<file path="src/hw/rtl/efte_pkg.sv">
`timescale 1ns / 1ps
package efte_pkg;

  typedef enum logic [2:0] {
    PH_ETH,
    PH_TAG1,
    PH_QINQ,
    PH_TAG2,
    PH_IP,
    PH_L4,
    PH_DONE,
    PH_ERR
  } phase_t;

  localparam logic [2:0] ST_OK        = 3'd0;
  localparam logic [2:0] ST_LINK      = 3'd1;
  localparam logic [2:0] ST_NOT_IPV4  = 3'd2;
  localparam logic [2:0] ST_OPTIONS   = 3'd3;
  localparam logic [2:0] ST_BAD_L4    = 3'd4;
  localparam logic [2:0] ST_TRUNC     = 3'd5;
  localparam logic [2:0] ST_UNDERFLOW = 3'd6;

  localparam logic [15:0] TYPE_IPV4 = 16'h0800;
  localparam logic [15:0] TYPE_VLAN = 16'h8100;
  localparam logic [15:0] TYPE_QINQ = 16'h88A8;

  localparam logic [7:0] TCP_PROTO = 8'd6;
  localparam logic [7:0] UDP_PROTO = 8'd17;

  localparam logic [3:0] IP_VERSION = 4'd4;
  localparam logic [3:0] IP_IHL     = 4'd5;

  // Every decision falls below offset 63, so the position counter saturates there.
  localparam int POS_W = 6;
  localparam logic [POS_W-1:0] POS_MAX = '1;

  localparam logic [POS_W-1:0] ETH_TYPE_LAST  = 6'd13;
  localparam logic [POS_W-1:0] TAG1_TYPE_LAST = 6'd17;
  localparam logic [POS_W-1:0] TAG2_TYPE_LAST = 6'd21;

  localparam logic [4:0] L3_NO_TAG  = 5'd14;
  localparam logic [4:0] L3_ONE_TAG = 5'd18;
  localparam logic [4:0] L3_TWO_TAG = 5'd22;

  localparam logic [5:0] IP_HDR_LEN  = 6'd20;
  localparam logic [6:0] UDP_HDR_LEN = 7'd8;

  // One finished frame, as handed from the parser to the result stage.
  typedef struct packed {
    logic [2:0]  status;
    logic [4:0]  l3_start;
    logic [31:0] ip_saddr;
    logic [31:0] ip_daddr;
    logic [7:0]  protocol;
    logic [31:0] ports;
    logic [15:0] len;
    logic [3:0]  data_offset;
  } frame_rec_t;

  // Last field in the lowest bits.
  typedef struct packed {
    logic [15:0] payload_len;
    logic [6:0]  payload_offset;
    logic [5:0]  l4_offset;
    logic [15:0] l4_dport;
    logic [15:0] l4_sport;
    logic [7:0]  protocol;
    logic [31:0] ip_daddr;
    logic [31:0] ip_saddr;
    logic [2:0]  status;
  } result_t;

endpackage

</file>
<file path="src/hw/rtl/efte_front.sv">
`timescale 1ns / 1ps
module efte_front (
  input  logic                clk,
  input  logic                rst,
  input  logic                take,
  input  logic [7:0]          data_byte,
  input  logic                frame_end,
  output logic                push,
  output efte_pkg::frame_rec_t rec
);
  import efte_pkg::*;

  phase_t            phase, phase_next;
  logic [POS_W-1:0]  pos, pos_next;
  logic [15:0]       type_shift, type_shift_next;
  logic [4:0]        l3_start, l3_start_next;
  logic [31:0]       saddr, saddr_next;
  logic [31:0]       daddr, daddr_next;
  logic [7:0]        protocol, protocol_next;
  logic [31:0]       ports, ports_next;
  logic [15:0]       len, len_next;
  logic [3:0]        doff, doff_next;
  logic [2:0]        err, err_next;
  logic [POS_W-1:0]  type_last;
  logic [POS_W-1:0]  l3_pos;
  logic [POS_W-1:0]  l4_pos;
  logic [POS_W-1:0]  rel;

  always_ff @(posedge clk) begin
    if (rst) begin
      phase <= PH_ETH;
    end else if (take) begin
      phase <= frame_end ? PH_ETH : phase_next;
    end
  end

  always_ff @(posedge clk) begin
    if (rst) begin
      pos <= '0;
    end else if (take) begin
      pos <= frame_end ? '0 : pos_next;
    end
  end

  always_ff @(posedge clk) begin
    if (take) begin
      type_shift <= type_shift_next;
      l3_start   <= l3_start_next;
      saddr      <= saddr_next;
      daddr      <= daddr_next;
      protocol   <= protocol_next;
      ports      <= ports_next;
      len        <= len_next;
      doff       <= doff_next;
      err        <= err_next;
    end
  end

  always_comb begin
    phase_next      = phase;
    pos_next        = (pos == POS_MAX) ? pos : pos + 1'b1;
    type_shift_next = type_shift;
    l3_start_next   = l3_start;
    saddr_next      = saddr;
    daddr_next      = daddr;
    protocol_next   = protocol;
    ports_next      = ports;
    len_next        = len;
    doff_next       = doff;
    err_next        = err;
    l3_pos          = {1'b0, l3_start};
    l4_pos          = l3_pos + IP_HDR_LEN;
    rel             = '0;
    type_last       = (phase == PH_ETH) ? ETH_TYPE_LAST :
                      (phase == PH_TAG2) ? TAG2_TYPE_LAST : TAG1_TYPE_LAST;
    case (phase)
      PH_ETH, PH_TAG1, PH_QINQ, PH_TAG2: begin
        if (pos == type_last - 1'b1 || pos == type_last) begin
          type_shift_next = {type_shift[7:0], data_byte};
        end
        if (pos == type_last) begin
          err_next   = ST_LINK;
          phase_next = PH_ERR;
          case (phase)
            PH_ETH: begin
              if (type_shift_next == TYPE_IPV4) begin
                l3_start_next = L3_NO_TAG;
                phase_next    = PH_IP;
              end else if (type_shift_next == TYPE_VLAN) begin
                phase_next = PH_TAG1;
              end else if (type_shift_next == TYPE_QINQ) begin
                phase_next = PH_QINQ;
              end
            end
            PH_TAG1: begin
              if (type_shift_next == TYPE_IPV4) begin
                l3_start_next = L3_ONE_TAG;
                phase_next    = PH_IP;
              end else if (type_shift_next == TYPE_VLAN) begin
                phase_next = PH_TAG2;
              end
            end
            PH_QINQ: begin
              if (type_shift_next == TYPE_VLAN) begin
                phase_next = PH_TAG2;
              end
            end
            default: begin
              if (type_shift_next == TYPE_IPV4) begin
                l3_start_next = L3_TWO_TAG;
                phase_next    = PH_IP;
              end
            end
          endcase
        end
      end
      PH_IP: begin
        if (pos >= l3_pos) begin
          rel = pos - l3_pos;
          if (rel == 6'd0) begin
            if (data_byte[7:4] != IP_VERSION) begin
              err_next   = ST_NOT_IPV4;
              phase_next = PH_ERR;
            end else if (data_byte[3:0] != IP_IHL) begin
              err_next   = ST_OPTIONS;
              phase_next = PH_ERR;
            end
          end else if (rel == 6'd2 || rel == 6'd3) begin
            len_next = {len[7:0], data_byte};
          end else if (rel == 6'd9) begin
            protocol_next = data_byte;
          end else if (rel >= 6'd12 && rel <= 6'd15) begin
            saddr_next = {saddr[23:0], data_byte};
          end else if (rel >= 6'd16 && rel <= 6'd19) begin
            daddr_next = {daddr[23:0], data_byte};
            if (rel == 6'd19) begin
              if (protocol == UDP_PROTO || protocol == TCP_PROTO) begin
                phase_next = PH_L4;
              end else begin
                err_next   = ST_BAD_L4;
                phase_next = PH_ERR;
              end
            end
          end
        end
      end
      PH_L4: begin
        if (pos >= l4_pos) begin
          rel = pos - l4_pos;
          if (rel <= 6'd3) begin
            ports_next = {ports[23:0], data_byte};
          end else if (protocol == UDP_PROTO) begin
            if (rel == 6'd4 || rel == 6'd5) begin
              len_next = {len[7:0], data_byte};
            end
            if (rel == 6'd5) begin
              phase_next = PH_DONE;
            end
          end else if (rel == 6'd12) begin
            doff_next  = data_byte[7:4];
            phase_next = PH_DONE;
          end
        end
      end
      default: begin
      end
    endcase
  end

  assign push = take && frame_end;

  always_comb begin
    rec.status      = (phase_next == PH_ERR)  ? err_next :
                      (phase_next == PH_DONE) ? ST_OK : ST_TRUNC;
    rec.l3_start    = l3_start_next;
    rec.ip_saddr    = saddr_next;
    rec.ip_daddr    = daddr_next;
    rec.protocol    = protocol_next;
    rec.ports       = ports_next;
    rec.len         = len_next;
    rec.data_offset = doff_next;
  end

endmodule

</file>
<file path="src/hw/rtl/efte_queue.sv">
`timescale 1ns / 1ps
module efte_queue #(
  parameter int DEPTH = 4
) (
  input  logic                 clk,
  input  logic                 rst,
  input  logic                 push,
  input  efte_pkg::frame_rec_t wr_rec,
  output logic                 full,
  input  logic                 pop,
  output efte_pkg::frame_rec_t rd_rec,
  output logic                 not_empty
);
  import efte_pkg::*;

  localparam int PTR_W = (DEPTH > 1) ? $clog2(DEPTH) : 1;
  localparam int CNT_W = $clog2(DEPTH + 1);
  localparam logic [PTR_W-1:0] LAST_PTR = PTR_W'(DEPTH - 1);
  localparam logic [CNT_W-1:0] FULL_CNT = CNT_W'(DEPTH);

  frame_rec_t       slots [DEPTH];
  logic [PTR_W-1:0] wr_ptr;
  logic [PTR_W-1:0] rd_ptr;
  logic [CNT_W-1:0] count;

  assign full      = (count == FULL_CNT);
  assign not_empty = (count != '0);
  assign rd_rec    = slots[rd_ptr];

  always_ff @(posedge clk) begin
    if (push) begin
      slots[wr_ptr] <= wr_rec;
    end
  end

  always_ff @(posedge clk) begin
    if (rst) begin
      wr_ptr <= '0;
      rd_ptr <= '0;
      count  <= '0;
    end else begin
      if (push) begin
        wr_ptr <= (wr_ptr == LAST_PTR) ? '0 : wr_ptr + 1'b1;
      end
      if (pop) begin
        rd_ptr <= (rd_ptr == LAST_PTR) ? '0 : rd_ptr + 1'b1;
      end
      if (push && !pop) begin
        count <= count + 1'b1;
      end else if (pop && !push) begin
        count <= count - 1'b1;
      end
    end
  end

endmodule

</file>
<file path="src/hw/rtl/efte_back.sv">
`timescale 1ns / 1ps
module efte_back (
  input  logic                 clk,
  input  logic                 rst,
  input  logic                 q_valid,
  input  efte_pkg::frame_rec_t q_rec,
  output logic                 q_pop,
  output logic                 m_tvalid,
  input  logic                 m_tready,
  output efte_pkg::result_t    m_tdata
);
  import efte_pkg::*;

  result_t     res;
  logic        is_udp;
  logic [5:0]  l4_off;
  logic [5:0]  tcp_hdr;
  logic [6:0]  hdr_sum;
  logic [16:0] diff;
  logic        under;

  assign q_pop = q_valid && (!m_tvalid || m_tready);

  always_comb begin
    is_udp  = (q_rec.protocol == UDP_PROTO);
    l4_off  = {1'b0, q_rec.l3_start} + IP_HDR_LEN;
    tcp_hdr = {q_rec.data_offset, 2'b00};
    hdr_sum = is_udp ? UDP_HDR_LEN : {1'b0, IP_HDR_LEN} + {1'b0, tcp_hdr};
    diff    = {1'b0, q_rec.len} - {10'd0, hdr_sum};
    under   = diff[16];
    res     = '0;
    if (q_rec.status != ST_OK) begin
      res.status = q_rec.status;
    end else begin
      res.status         = under ? ST_UNDERFLOW : ST_OK;
      res.ip_saddr       = q_rec.ip_saddr;
      res.ip_daddr       = q_rec.ip_daddr;
      res.protocol       = q_rec.protocol;
      res.l4_sport       = q_rec.ports[31:16];
      res.l4_dport       = q_rec.ports[15:0];
      res.l4_offset      = l4_off;
      res.payload_offset = {1'b0, l4_off} + (is_udp ? UDP_HDR_LEN : {1'b0, tcp_hdr});
      res.payload_len    = under ? 16'd0 : diff[15:0];
    end
  end

  always_ff @(posedge clk) begin
    if (rst) begin
      m_tvalid <= 1'b0;
    end else if (q_pop) begin
      m_tvalid <= 1'b1;
    end else if (m_tready) begin
      m_tvalid <= 1'b0;
    end
  end

  always_ff @(posedge clk) begin
    if (q_pop) begin
      m_tdata <= res;
    end
  end

endmodule

</file>
<file path="src/hw/rtl/ethernet_five_tuple_extractor_unit.sv">
`timescale 1ns / 1ps
// Channel | Dir | Beat                  | Content
// s_*     | in  | one frame byte        | tdata: data_byte; tlast: frame_end
// m_*     | out | one result per frame  | tdata: result_t, 136 bits
//
// The parser takes one byte per clock while s_tready is high; a frame's result is
// registered into the output register when its record leaves the head of the frame queue.
// The frame queue holds QUEUE_DEPTH finished frames; s_tready drops only while
// it is full, so with m_tready high and QUEUE_DEPTH above one the input never stalls.
// Synchronous reset returns the parser to the Ethernet header and empties
// the queue and the output register.
module ethernet_five_tuple_extractor_unit #(
  parameter int QUEUE_DEPTH = 4
) (
  input  logic          clk,
  input  logic          rst,
  input  logic          s_tvalid,
  output logic          s_tready,
  input  logic [7:0]    s_tdata,   // [7:0] data_byte
  input  logic          s_tlast,   // frame_end
  output logic          m_tvalid,
  input  logic          m_tready,
  // status, ip_saddr, ip_daddr, protocol, l4_sport, l4_dport,
  // l4_offset, payload_offset, payload_len (lowest bits first)
  output logic [135:0]  m_tdata
);
  import efte_pkg::*;

  logic       take;
  logic       push;
  logic       full;
  logic       pop;
  logic       not_empty;
  frame_rec_t wr_rec;
  frame_rec_t rd_rec;
  result_t    result;

  assign s_tready = !full;
  assign take     = s_tvalid && s_tready;
  assign m_tdata  = result;

  efte_front u_front (
    .clk       (clk),
    .rst       (rst),
    .take      (take),
    .data_byte (s_tdata),
    .frame_end (s_tlast),
    .push      (push),
    .rec       (wr_rec)
  );

  efte_queue #(
    .DEPTH (QUEUE_DEPTH)
  ) u_queue (
    .clk       (clk),
    .rst       (rst),
    .push      (push),
    .wr_rec    (wr_rec),
    .full      (full),
    .pop       (pop),
    .rd_rec    (rd_rec),
    .not_empty (not_empty)
  );

  efte_back u_back (
    .clk      (clk),
    .rst      (rst),
    .q_valid  (not_empty),
    .q_rec    (rd_rec),
    .q_pop    (pop),
    .m_tvalid (m_tvalid),
    .m_tready (m_tready),
    .m_tdata  (result)
  );

endmodule

</file>
<file path="config.mk">
export PLATFORM = sky130hd
export DESIGN_NAME = ethernet_five_tuple_extractor_unit
export DESIGN_NICKNAME = d
export VERILOG_FILES = /design/src/hw/rtl/efte_pkg.sv /design/src/hw/rtl/efte_front.sv /design/src/hw/rtl/efte_queue.sv /design/src/hw/rtl/efte_back.sv /design/src/hw/rtl/ethernet_five_tuple_extractor_unit.sv
export SDC_FILE = /design/constraint.sdc
export NUM_CORES = 1
export LEC_CHECK = 0
export BUFFER_PORTS_ARGS = -buffer_cell sky130_fd_sc_hd__buf_2
export CORE_MARGIN = 2
export CORE_UTILIZATION = 65
export CTS_BUF_LIST = sky130_fd_sc_hd__clkbuf_16
export CTS_CLUSTER_DIAMETER = 100
export CTS_CLUSTER_SIZE = 12
export DETAILED_ROUTE_END_ITERATION = 8
export PLACE_DENSITY = 0.95
export SLEW_MARGIN = 10
export SYNTH_ARGS = -nofsm -noshare
export SYNTH_HDL_FRONTEND = slang
export SYNTH_SLANG_ARGS = --single-unit
</file>
<file path="constraint.sdc">
create_clock -name clk -period 18.8 [get_ports clk]
set_clock_uncertainty 0.2 [all_clocks]
set_input_delay 1.88 -clock clk [delete_from_list [all_inputs] [get_ports clk]]
set_output_delay 1.88 -clock clk [all_outputs]
set_load 0.1 [all_outputs]
</file>
## Word-level counts from Yosys, hierarchy flattened

Memory sizes are Yosys's and may differ from the RTL's. A register that Yosys moved wholly into a read port is not among the register bits.
Cells that the tools add are included.

- Add/sub/neg operators: 13
- Reductions and logical operators: 26
- Eq/ne operators: 29
- Mux-type cells: 99
- Magnitude comparators: 7

Operators by type and width:

| operator | number |
|---|---|
| $mux W32 | 16 |
| $mux W16 | 9 |
| $mux W3 | 39 |
| $mux W8 | 5 |
| $eq A16 B16 Y1 const B | 2 |
| $pmux W16 S2 | 1 |
| $mux W5 | 5 |
| $mux W6 | 4 |
| $mux W4 | 5 |
| $pmux W3 S3 | 2 |
| $sub A16 B7 Y17 | 1 |
| $eq A16 B12 Y1 const B | 1 |
| $eq A8 B5 Y1 const B | 2 |
| $eq A3 B3 Y1 const B | 5 |
| $pmux W5 S3 | 1 |
| $add A5 B5 Y6 const B | 2 |
| $eq A6 B2 Y1 const B | 2 |
| $eq A6 B3 Y1 const B | 2 |
| $eq A6 B4 Y1 const B | 2 |
| $eq A6 B6 Y1 | 2 |
| $mux W2 | 6 |
| $eq A8 B3 Y1 const B | 1 |
| $ne A4 B3 Y1 const B | 2 |
| $add A5 B6 Y7 const A | 1 |
| other kinds (34) | 56 |

- Output and inout port bits: 138
- Memories kept: 1
- Bits in writable memories: 528
- Input bits: 13
- Bits in registers: 301
- Word-level logic and storage cells: 199

Memory list:

| name | words | width | read ports | clocked after memory_dff | write ports | line | source |
|---|---|---|---|---|---|---|---|
| u_queue.slots | 4 | 132 | 1 | 1 | 1 | efte_queue.sv:21 | `frame_rec_t slots [DEPTH];` |

## Logic depth before layout (Yosys ltp)

Gate-level depths: netlist (run 1).

- Word-level depth: 18
- Gate-level depth with buffers: 19
- Gate-level depth less buffers: 15

## Hierarchy

A second synthesis (run 1) with hierarchy kept.

- Cells, all modules: 1683
- Area total of the unflattened synthesis: 33066.7 sq um

By module, submodules not included:

| module | times used | area each (sq um) | cells an instance | seq. area each (sq um) |
|---|---|---|---|---|
| efte_queue | 1 | 19476.2 | 734 | 16035.4 |
| efte_front | 1 | 7911.3 | 562 | 4624.4 |
| efte_back | 1 | 5669.2 | 385 | 4043.9 |
| ethernet_five_tuple_extractor_unit | 1 | 10.0 | 2 | 0.0 |

## Worst setup path after synthesis (run 1)

Ideal clock, no wire load.

- Kind: input-to-reg
- From: input port m_tready
- To: register u_queue.count[2]
- Slack: 8.193 ns
- Data required time: 18.529 ns
- Library setup time: 0.071 ns
- Stages on the path: 9
- Buffers on the path: 0
- Data arrival time: 10.337 ns
- Path through: inv_1 a21oi_1 inv_1 ha_1 inv_1 fa_1 xor2_1 or3_1 a21oi_1

- Cells in the longest elaborated chain, start to end: 5
- Elaborated cells on any way between the ends: 7
- Those cells by class: mux (1); reduce/logical (6)

RTL lines:

| what | line | source |
|---|---|---|
| from (decl) | ethernet_five_tuple_extractor_unit.sv:22 | `input logic m_tready,` |
| $logic_or A1 B1 Y1 (*) | efte_back.sv:22 | `assign q_pop = q_valid && (!m_tvalid \|\| m_tready);` |
| $logic_and A1 B1 Y1 (*) | efte_back.sv:22 |  |
| named net pop | ethernet_five_tuple_extractor_unit.sv:32 | `logic pop;` |
| $logic_not A1 Y1 | efte_queue.sv:48 | `if (push && !pop) begin` |
| $logic_and A1 B1 Y1 | efte_queue.sv:48 |  |
| $mux W3 or $reduce_bool A2 Y1 (tied branches) | n/a |  |
| to (signal assigned) | efte_queue.sv:49 | `count <= count + 1'b1;` |
| to (signal assigned) | efte_queue.sv:51 | `count <= count - 1'b1;` |
| to (decl) | efte_queue.sv:24 | `logic [CNT_W-1:0] count;` |

The timed path passes the listed nets; every way through them passes the cells marked *.
A chain may end at the register's enable or synchronous reset.

==> results of run 1 <==
## layout by cell type (no fill, tap or decap), types with 11 or more instances in the layout
cell	synthesis	layout
edfxtp_1	810	810
buf_2	10	150
mux2_2	140	140
mux4_2	130	130
and2_1	120	116
clkbuf_16	0	82
nor2_1	59	58
inv_1	24	39
ha_1	30	30
nand2_1	26	26
a21oi_1	23	22
o21ai_0	17	17
dfxtp_1	19	17
nor3_1	16	15
buf_4	4	15
xor2_1	12	12
nor2b_1	12	12
nand2b_1	12	12
xnor2_1	11	11
and3_1	11	11
## flip-flops by register name (all words and copies together) (netlist names), named ones only
signal,count
u_back.m_tdata,134
u_back.m_tvalid,1
u_front.daddr,32
u_front.doff,4
u_front.err,3
u_front.l3_start,5
u_front.len,16
u_front.phase,3
u_front.ports,32
u_front.pos,6
u_front.protocol,8
u_front.saddr,32
u_front.type_shift,16
u_queue.count,3
u_queue.rd_ptr,2
u_queue.slots,528
u_queue.wr_ptr,2
## worst max-delay path: cells and delay by family (launching register included)
| kind | cells | cell delay, ns |
|---|---|---|
| buffers and inverters | 1 | 1.00 |
| DFF | 1 | 0.98 |
| muxes | 1 | 0.67 |
| and+or+nand+nor | 5 | 0.94 |
| AOI/OAI and AO/OA | 3 | 0.86 |
| xor gates and xnor gates | 1 | 0.24 |
| adders and majority gates | 2 | 0.58 |
## metrics by stage
| step | total power [mW] | hold WS, ns | cells | util | cell area [µm²] |
|---|---|---|---|---|---|
| 3_3_place_gp | 4.263 | 0.2872 | 2440 | 0.6857 | 34260 |
| 5_1_grt | 5.852 | 0.3464 | 2542 | 0.7289 | 36420 |
| 2_1_floorplan | 4.033 | 0.2713 | 1672 | - | 32820 |
| 3_5_place_dp | 4.303 | 0.3049 | 2440 | 0.6857 | 34260 |
| 6_report | 5.701 | 0.3093 | 2544 | 0.7290 | 36430 |
| 4_1_cts | 5.722 | 0.3162 | 2542 | 0.7289 | 36420 |
## final timing paths
check / startpoint / end / slack, ns / cells after the start
min reg2reg: u_back.m_tvalid / u_back.m_tvalid / 0.31 / 2
max reg2reg: flip-flop / u_back.m_tdata[131] / 13.00 / 13
min: u_back.m_tvalid / u_back.m_tvalid / 0.31 / 2
max: flip-flop / u_back.m_tdata[131] / 13.00 / 13
## routing by layer
metal  share of wire  GRT usage  wire [µm]  vias to the layer above
met5         0.00017          0         13                        -
met4           0.048     0.1350       3596                        2
met3           0.082    0.04965       6134                      238
met2            0.52     0.4978      39070                     1196
met1            0.34     0.3556      25630                     8798
li1                -          -          -                     6994
## where the power goes
| group | internal, mW | switching, mW | leakage, nW |
|---|---|---|---|
| sequential | 2.31 | 0.136 | 6.21 |
| combinational | 0.336 | 1.51 | 3.04 |
| clock | 0.774 | 0.642 | 1.12 |
| total | 3.42 | 2.29 | 10.4 |
## cells by family after synthesis
group	count (synthesis)	share of synthesized area
flops	829	0.7528
mux	275	0.1398
simple gates	326	0.05635
fa+ha+maj	34	0.01388
compound gates	92	0.01910
buf+inv	93	0.01193
xor+xnor	23	0.006139
## cell type report
type                    instances  area, µm²  share of cell area
well taps                     672      840.8             0.02308
multi-input cells             750       7754              0.2129
diodes                          2      5.005           0.0001374
repair buffers                165      863.3             0.02370
clock inverters                20      105.1            0.002885
clock buffers                  82       2052             0.05633
inverters                      24      95.09            0.002611
flip-flops and latches        829      24710              0.6784
==> metrics.md, run 1 <==
| Metric | Value |
|---|---|
| # port buffers | `150` |
| Synthesis warning total | `0` |
| CTS tree | `built` |
| Worst vdd ir | `between 0.1 and 0.15 mV` |
| Core ar. | `between 0.04 and 0.05 mm²` |
| Critical-path maximum fanout | `between 50 and 60` |
| Setup crit start kind | `flip-flop` |
| Clock sinks | `between 800 and 900` |
| Cell Pwr Density | `~160 mW/mm²` |
| Layout cell share with drive strength beyond 1 | `0.2930` |
| Die width | `between 200 and 250 µm` |
| Post-CTS Hold Fix Bufs | `0` |
| Slowest-stage cell, CP | `buf_4` |
| Pre-CTS WS | `about 13 ns` |
| Clock Tree Buf Depth | `3` |
| Seq/Total Area, Yosys | `0.7528` |
| Critical path cell sequence | `buf_4, mux4_2, ha_1, nor2_1, ha_1, nor2b_1, o21ai_0, a21oi_1, o21ai_0, nand2_1, or3_1, xor2_1, nor2_1` |
| Syn_area_per_cell | `just under 20 µm²` |
| WP data arrival | `around 5.9 ns` |
| Filler Cells Inserted | `2596` |
| Clock latency at the later pin of the worst-skew pair | `between 0.6 and 0.7 ns` |
| P_leak | `a little over 10 nW` |
| Post-synth top area share | `0.7412` |
| Post-Syn Area | `0.03282 mm²` |
| DRT iter0 DRCs | `~2300` |
| Post-CTS setup buffer count | `0` |
| Synth cell types | `between 60 and 70` |
| Post-Syn Instances | `approximately 1700` |
| Die Y | `228.7 µm` |
| H-tree lvl count | `3` |
| Pre-Repair DR Iteration Count | `6` |
| Tmin final | `5.801 ns` |
| CTS buffer count | `a little under 80` |
| Clock Tree Root | `clkbuf_16` |
| Synth top area cells | `edfxtp_1, mux4_2, mux2_2` |
| TNS Setup | `0 ns` |
| Setup CP Type | `reg -> reg` |
| Endpoint type of the worst setup path | `flip-flop` |
| Most frequent cell after synthesis | `edfxtp_1` |
| Post-synth EDFFs | `810` |
| Final hold violations | `0` |
| Largest net degree at the start of global routing | `roughly 120` |
| Max stage delay on crit path | `1.00 ns` |
| Fmax | `172.4 MHz` |
| Crit share post-route | `0.3085` |
| DRC Markers | `0` |
| Post-layout nets | `about 1900` |
| Num rows | `between 80 and 90` |
| Synth-to-layout area growth | `11.00%` |
| Gpl congestion | `0.8782` |
| Vias in the first global route | `17300` |
| Final setup violation count | `0` |
| Worst EP required | `around 19 ns` |
| #FFs+latches synth | `829` |
| First-pass GRT wire length | `between 100000 and 150000 µm` |
| Status | `complete, no violations` |
| Post-synth top cells | `edfxtp_1, mux2_2, mux4_2` |
| Area leader, netlist | `edfxtp_1` |
| Initial antenna violation count | `1` |
| Vias/cell | `around 6.8` |
| Min-delay worst type | `reg -> reg` |
| RSZ-0062 raised after global routing | `false` |
| # IOs | `roughly 150` |
| Ys async rst share | `0` |
| Worst slew pin tran | `~1.2 ns` |
| GRT Util Overall | `0.2871` |
| Initial core utilization | `0.6568` |
| Top FF cell, synth | `edfxtp_1` |
| Relative slew slack | `0.2133` |
| Grt ovf | `0` |
| # resized after CTS | `0` |
| Synthesized net count | `about 1700` |
| Overall routed net length | `roughly 74000 µm` |
| Drt wl/cell | `29.26 µm` |
| Post-DP HPWL | `39940 µm` |
| Via count | `around 17000` |
| CTS clk-pin slew, worst paths | `approximately 0.060 ns` |
| Final setup margin | `13.00 ns` |
| Die area | `between 0.05 and 0.06 mm²` |
| Fin. max-slew vios | `0` |
| DRT antenna net count | `0` |
| MaxCap Viol Count | `0` |
Power figures use the tool's default switching activity.
==> inputs of run 2 (changes only) <==
CORE_UTILIZATION = 61   (was 65)
PLACE_DENSITY = 0.9   (was 0.95)
clock period = 5.9 ns   (was 18.8 ns; I/O delays follow)
==> run 2 against run 1 <==
Compared with the run above: die area increased by 6.4%; cell count grew 1.1%; critical endpoint unchanged; first-iteration DRC count is 23% lower; maximum frequency is 16% higher; the run now ends with DRC left; critical path depth grew 1; wire length down 8.7%; clock power rose to 3.1 times the previous value; worst hold slack worse by 0.22 ns; flip-flop and latch count unchanged.
==> metrics.md, run 2 (same netlist as run 1, synthesis figures left out) <==
| Metric | Value |
|---|---|
| Worst vdd ir | `0.4735 mV` |
| Post-layout nets | `~1900` |
| Bufs and invs on worst path | `1` |
| Cell Pwr Density | `about 490 mW/mm²` |
| Final setup violation count | `0` |
| Layout cell share with drive strength beyond 1 | `0.2930` |
| Fmax | `approximately 200 MHz` |
| # IOs | `about 150` |
| Largest net degree at the start of global routing | `~140` |
| # resized after CTS | `0` |
| CTS tree | `built` |
| Design Area, Final | `about 0.037 mm²` |
| Filler Cells Inserted | `between 3000 and 4000` |
| Final hold violations | `0` |
| # port buffers | `150` |
| Most frequent cells in the layout | `edfxtp_1, buf_2, mux2_2` |
| Fin util | `0.6825` |
| Initial core utilization | `0.6134` |
| Post-DP HPWL | `roughly 38000 µm` |
| Clock Tree Buf Depth | `3` |
| Core ar. | `0.05350 mm²` |
| MaxCap Viol Count | `0` |
| Setup crit start kind | `flip-flop` |
| Crit share post-route | `0.8497` |
| Drt wl/cell | `around 26 µm` |
| Critical path cell sequence | `mux4_2, nor4b_1, nand2_1, inv_1, nor2_1, ha_1, nor2b_1, o21ai_0, a21oi_1, o21ai_0, nand2_1, or3_1, xor2_1, nor2_1` |
| Flip-flop count of the largest register after layout | `between 500 and 600` |
| TNS Setup | `0 ns` |
| Initial antenna violation count | `4` |
| Pre-Repair DR Iteration Count | `7` |
| Critical-path maximum fanout | `33` |
| Relative slew slack | `0.3316` |
| P_leak | `approximately 10 nW` |
| Fin. max-slew vios | `0` |
| RSZ-0062 raised after global routing | `false` |
| Critical path's top delay family | `simple AND/OR/NAND/NOR gates` |
| WP data arrival | `5.16 ns` |
| Die width | `about 240 µm` |
| Failing checks | `DRC` |
| First-pass GRT wire length | `between 100000 and 150000 µm` |
| WL met2 | `34340 µm` |
| Hold WS | `between 0.09 and 0.1 ns` |
| DRT met1 WL | `around 26000 µm` |
| Worst EP required | `6.05 ns` |
| Wire length on met3 | `between 4000 and 5000 µm` |
| Endpoint type of the worst setup path | `flip-flop` |
| Final setup margin | `0.8869 ns` |
| CTS clk-pin slew, worst paths | `about 0.060 ns` |
| Non-filler cells, final | `~2600` |
| Worst slew pin tran | `about 1.0 ns` |
| Grt ovf | `0` |
| Num rows | `85` |
| DR top layer | `met5` |
| Post-CTS setup buffer count | `0` |
| Clock Tree Root | `clkbuf_16` |
| Via count | `~16000` |
| Status | `complete, but fails checks` |
| Overall routed net length | `approximately 68000 µm` |
| Antenna Cells | `0` |
| Biggest registers after layout | `u_queue.slots: 528 flops, u_back.m_tdata: 134 flops` |
| Final Total Pwr | `18.03 mW` |
| Clock sinks | `829` |
| Die area | `0.05567 mm²` |
| CTS buffer count | `just under 80` |
| Biggest register | `u_queue.slots` |
| GRT Util Overall | `0.2473` |
| Pre-CTS WS | `1.229 ns` |
| Gpl congestion | `around 0.90` |
| DP Area | `about 0.034 mm²` |
| Vias in the first global route | `~17000` |
| Vias/cell | `6.410` |
| Clock latency at the later pin of the worst-skew pair | `roughly 0.62 ns` |
| Tmin final | `about 5 ns` |
| Commonest non-fill, non-tap cell in the layout | `edfxtp_1` |
| Die Y | `between 200 and 250 µm` |
| H-tree lvl count | `3` |
| Slowest-stage cell, CP | `dfxtp_4` |
| Synth-to-layout area growth | `11.27%` |
| DRT iter0 DRCs | `~1700` |
| Setup CP Type | `reg -> reg` |
| Min-delay worst type | `in -> reg` |
| Placed Cells | `about 2500` |
| Post-CTS Hold Fix Bufs | `0` |
| DRC Markers | `1` |
| Max stage delay on crit path | `~0.8 ns` |
| DRT antenna net count | `0` |
run 2: area by class of cell:
class	count	area, µm²	share of cell area
clock buffer	80	2002	0.05483
tap	696	870.8	0.02385
inverter	24	93.84	0.002570
sequential	829	24710	0.6768
multi-input combinational	750	7754	0.2124
clock inverter	26	132.6	0.003632
timing repair buffer	168	948.4	0.02597
run 2: report_power, final:
part	switching, mW	total (mW)	internal, mW
Combinational	4.84	5.93	1.08
Clock	2.00	4.42	2.42
Sequential	0.341	7.68	7.34
Total	7.19	18.0	10.8
run 2: final timing paths:
kind              cells past startpoint                  end       startpoint  slack, ns
setup / recovery                     14  u_back.m_tdata[131]        flip-flop       0.89
hold / removal                        4      u_back.m_tvalid         m_tready       0.09
setup reg to reg                     14  u_back.m_tdata[131]        flip-flop       0.89
hold reg to reg                       2      u_back.m_tvalid  u_back.m_tvalid       0.31
run 2: routing by layer:
metal / vias up / GRT usage
met3: 197 / 0.03839
met2: 803 / 0.4150
met1: 8498 / 0.3215
met4: 4 / 0.1177
li1: 6992 / -
met5: - / 0
run 2: tightest hold or removal path, cell delays in order:
cell and delay (ns):
buf_2 0.08, inv_1 0.06, nand2_1 0.07, a21oi_1 0.05
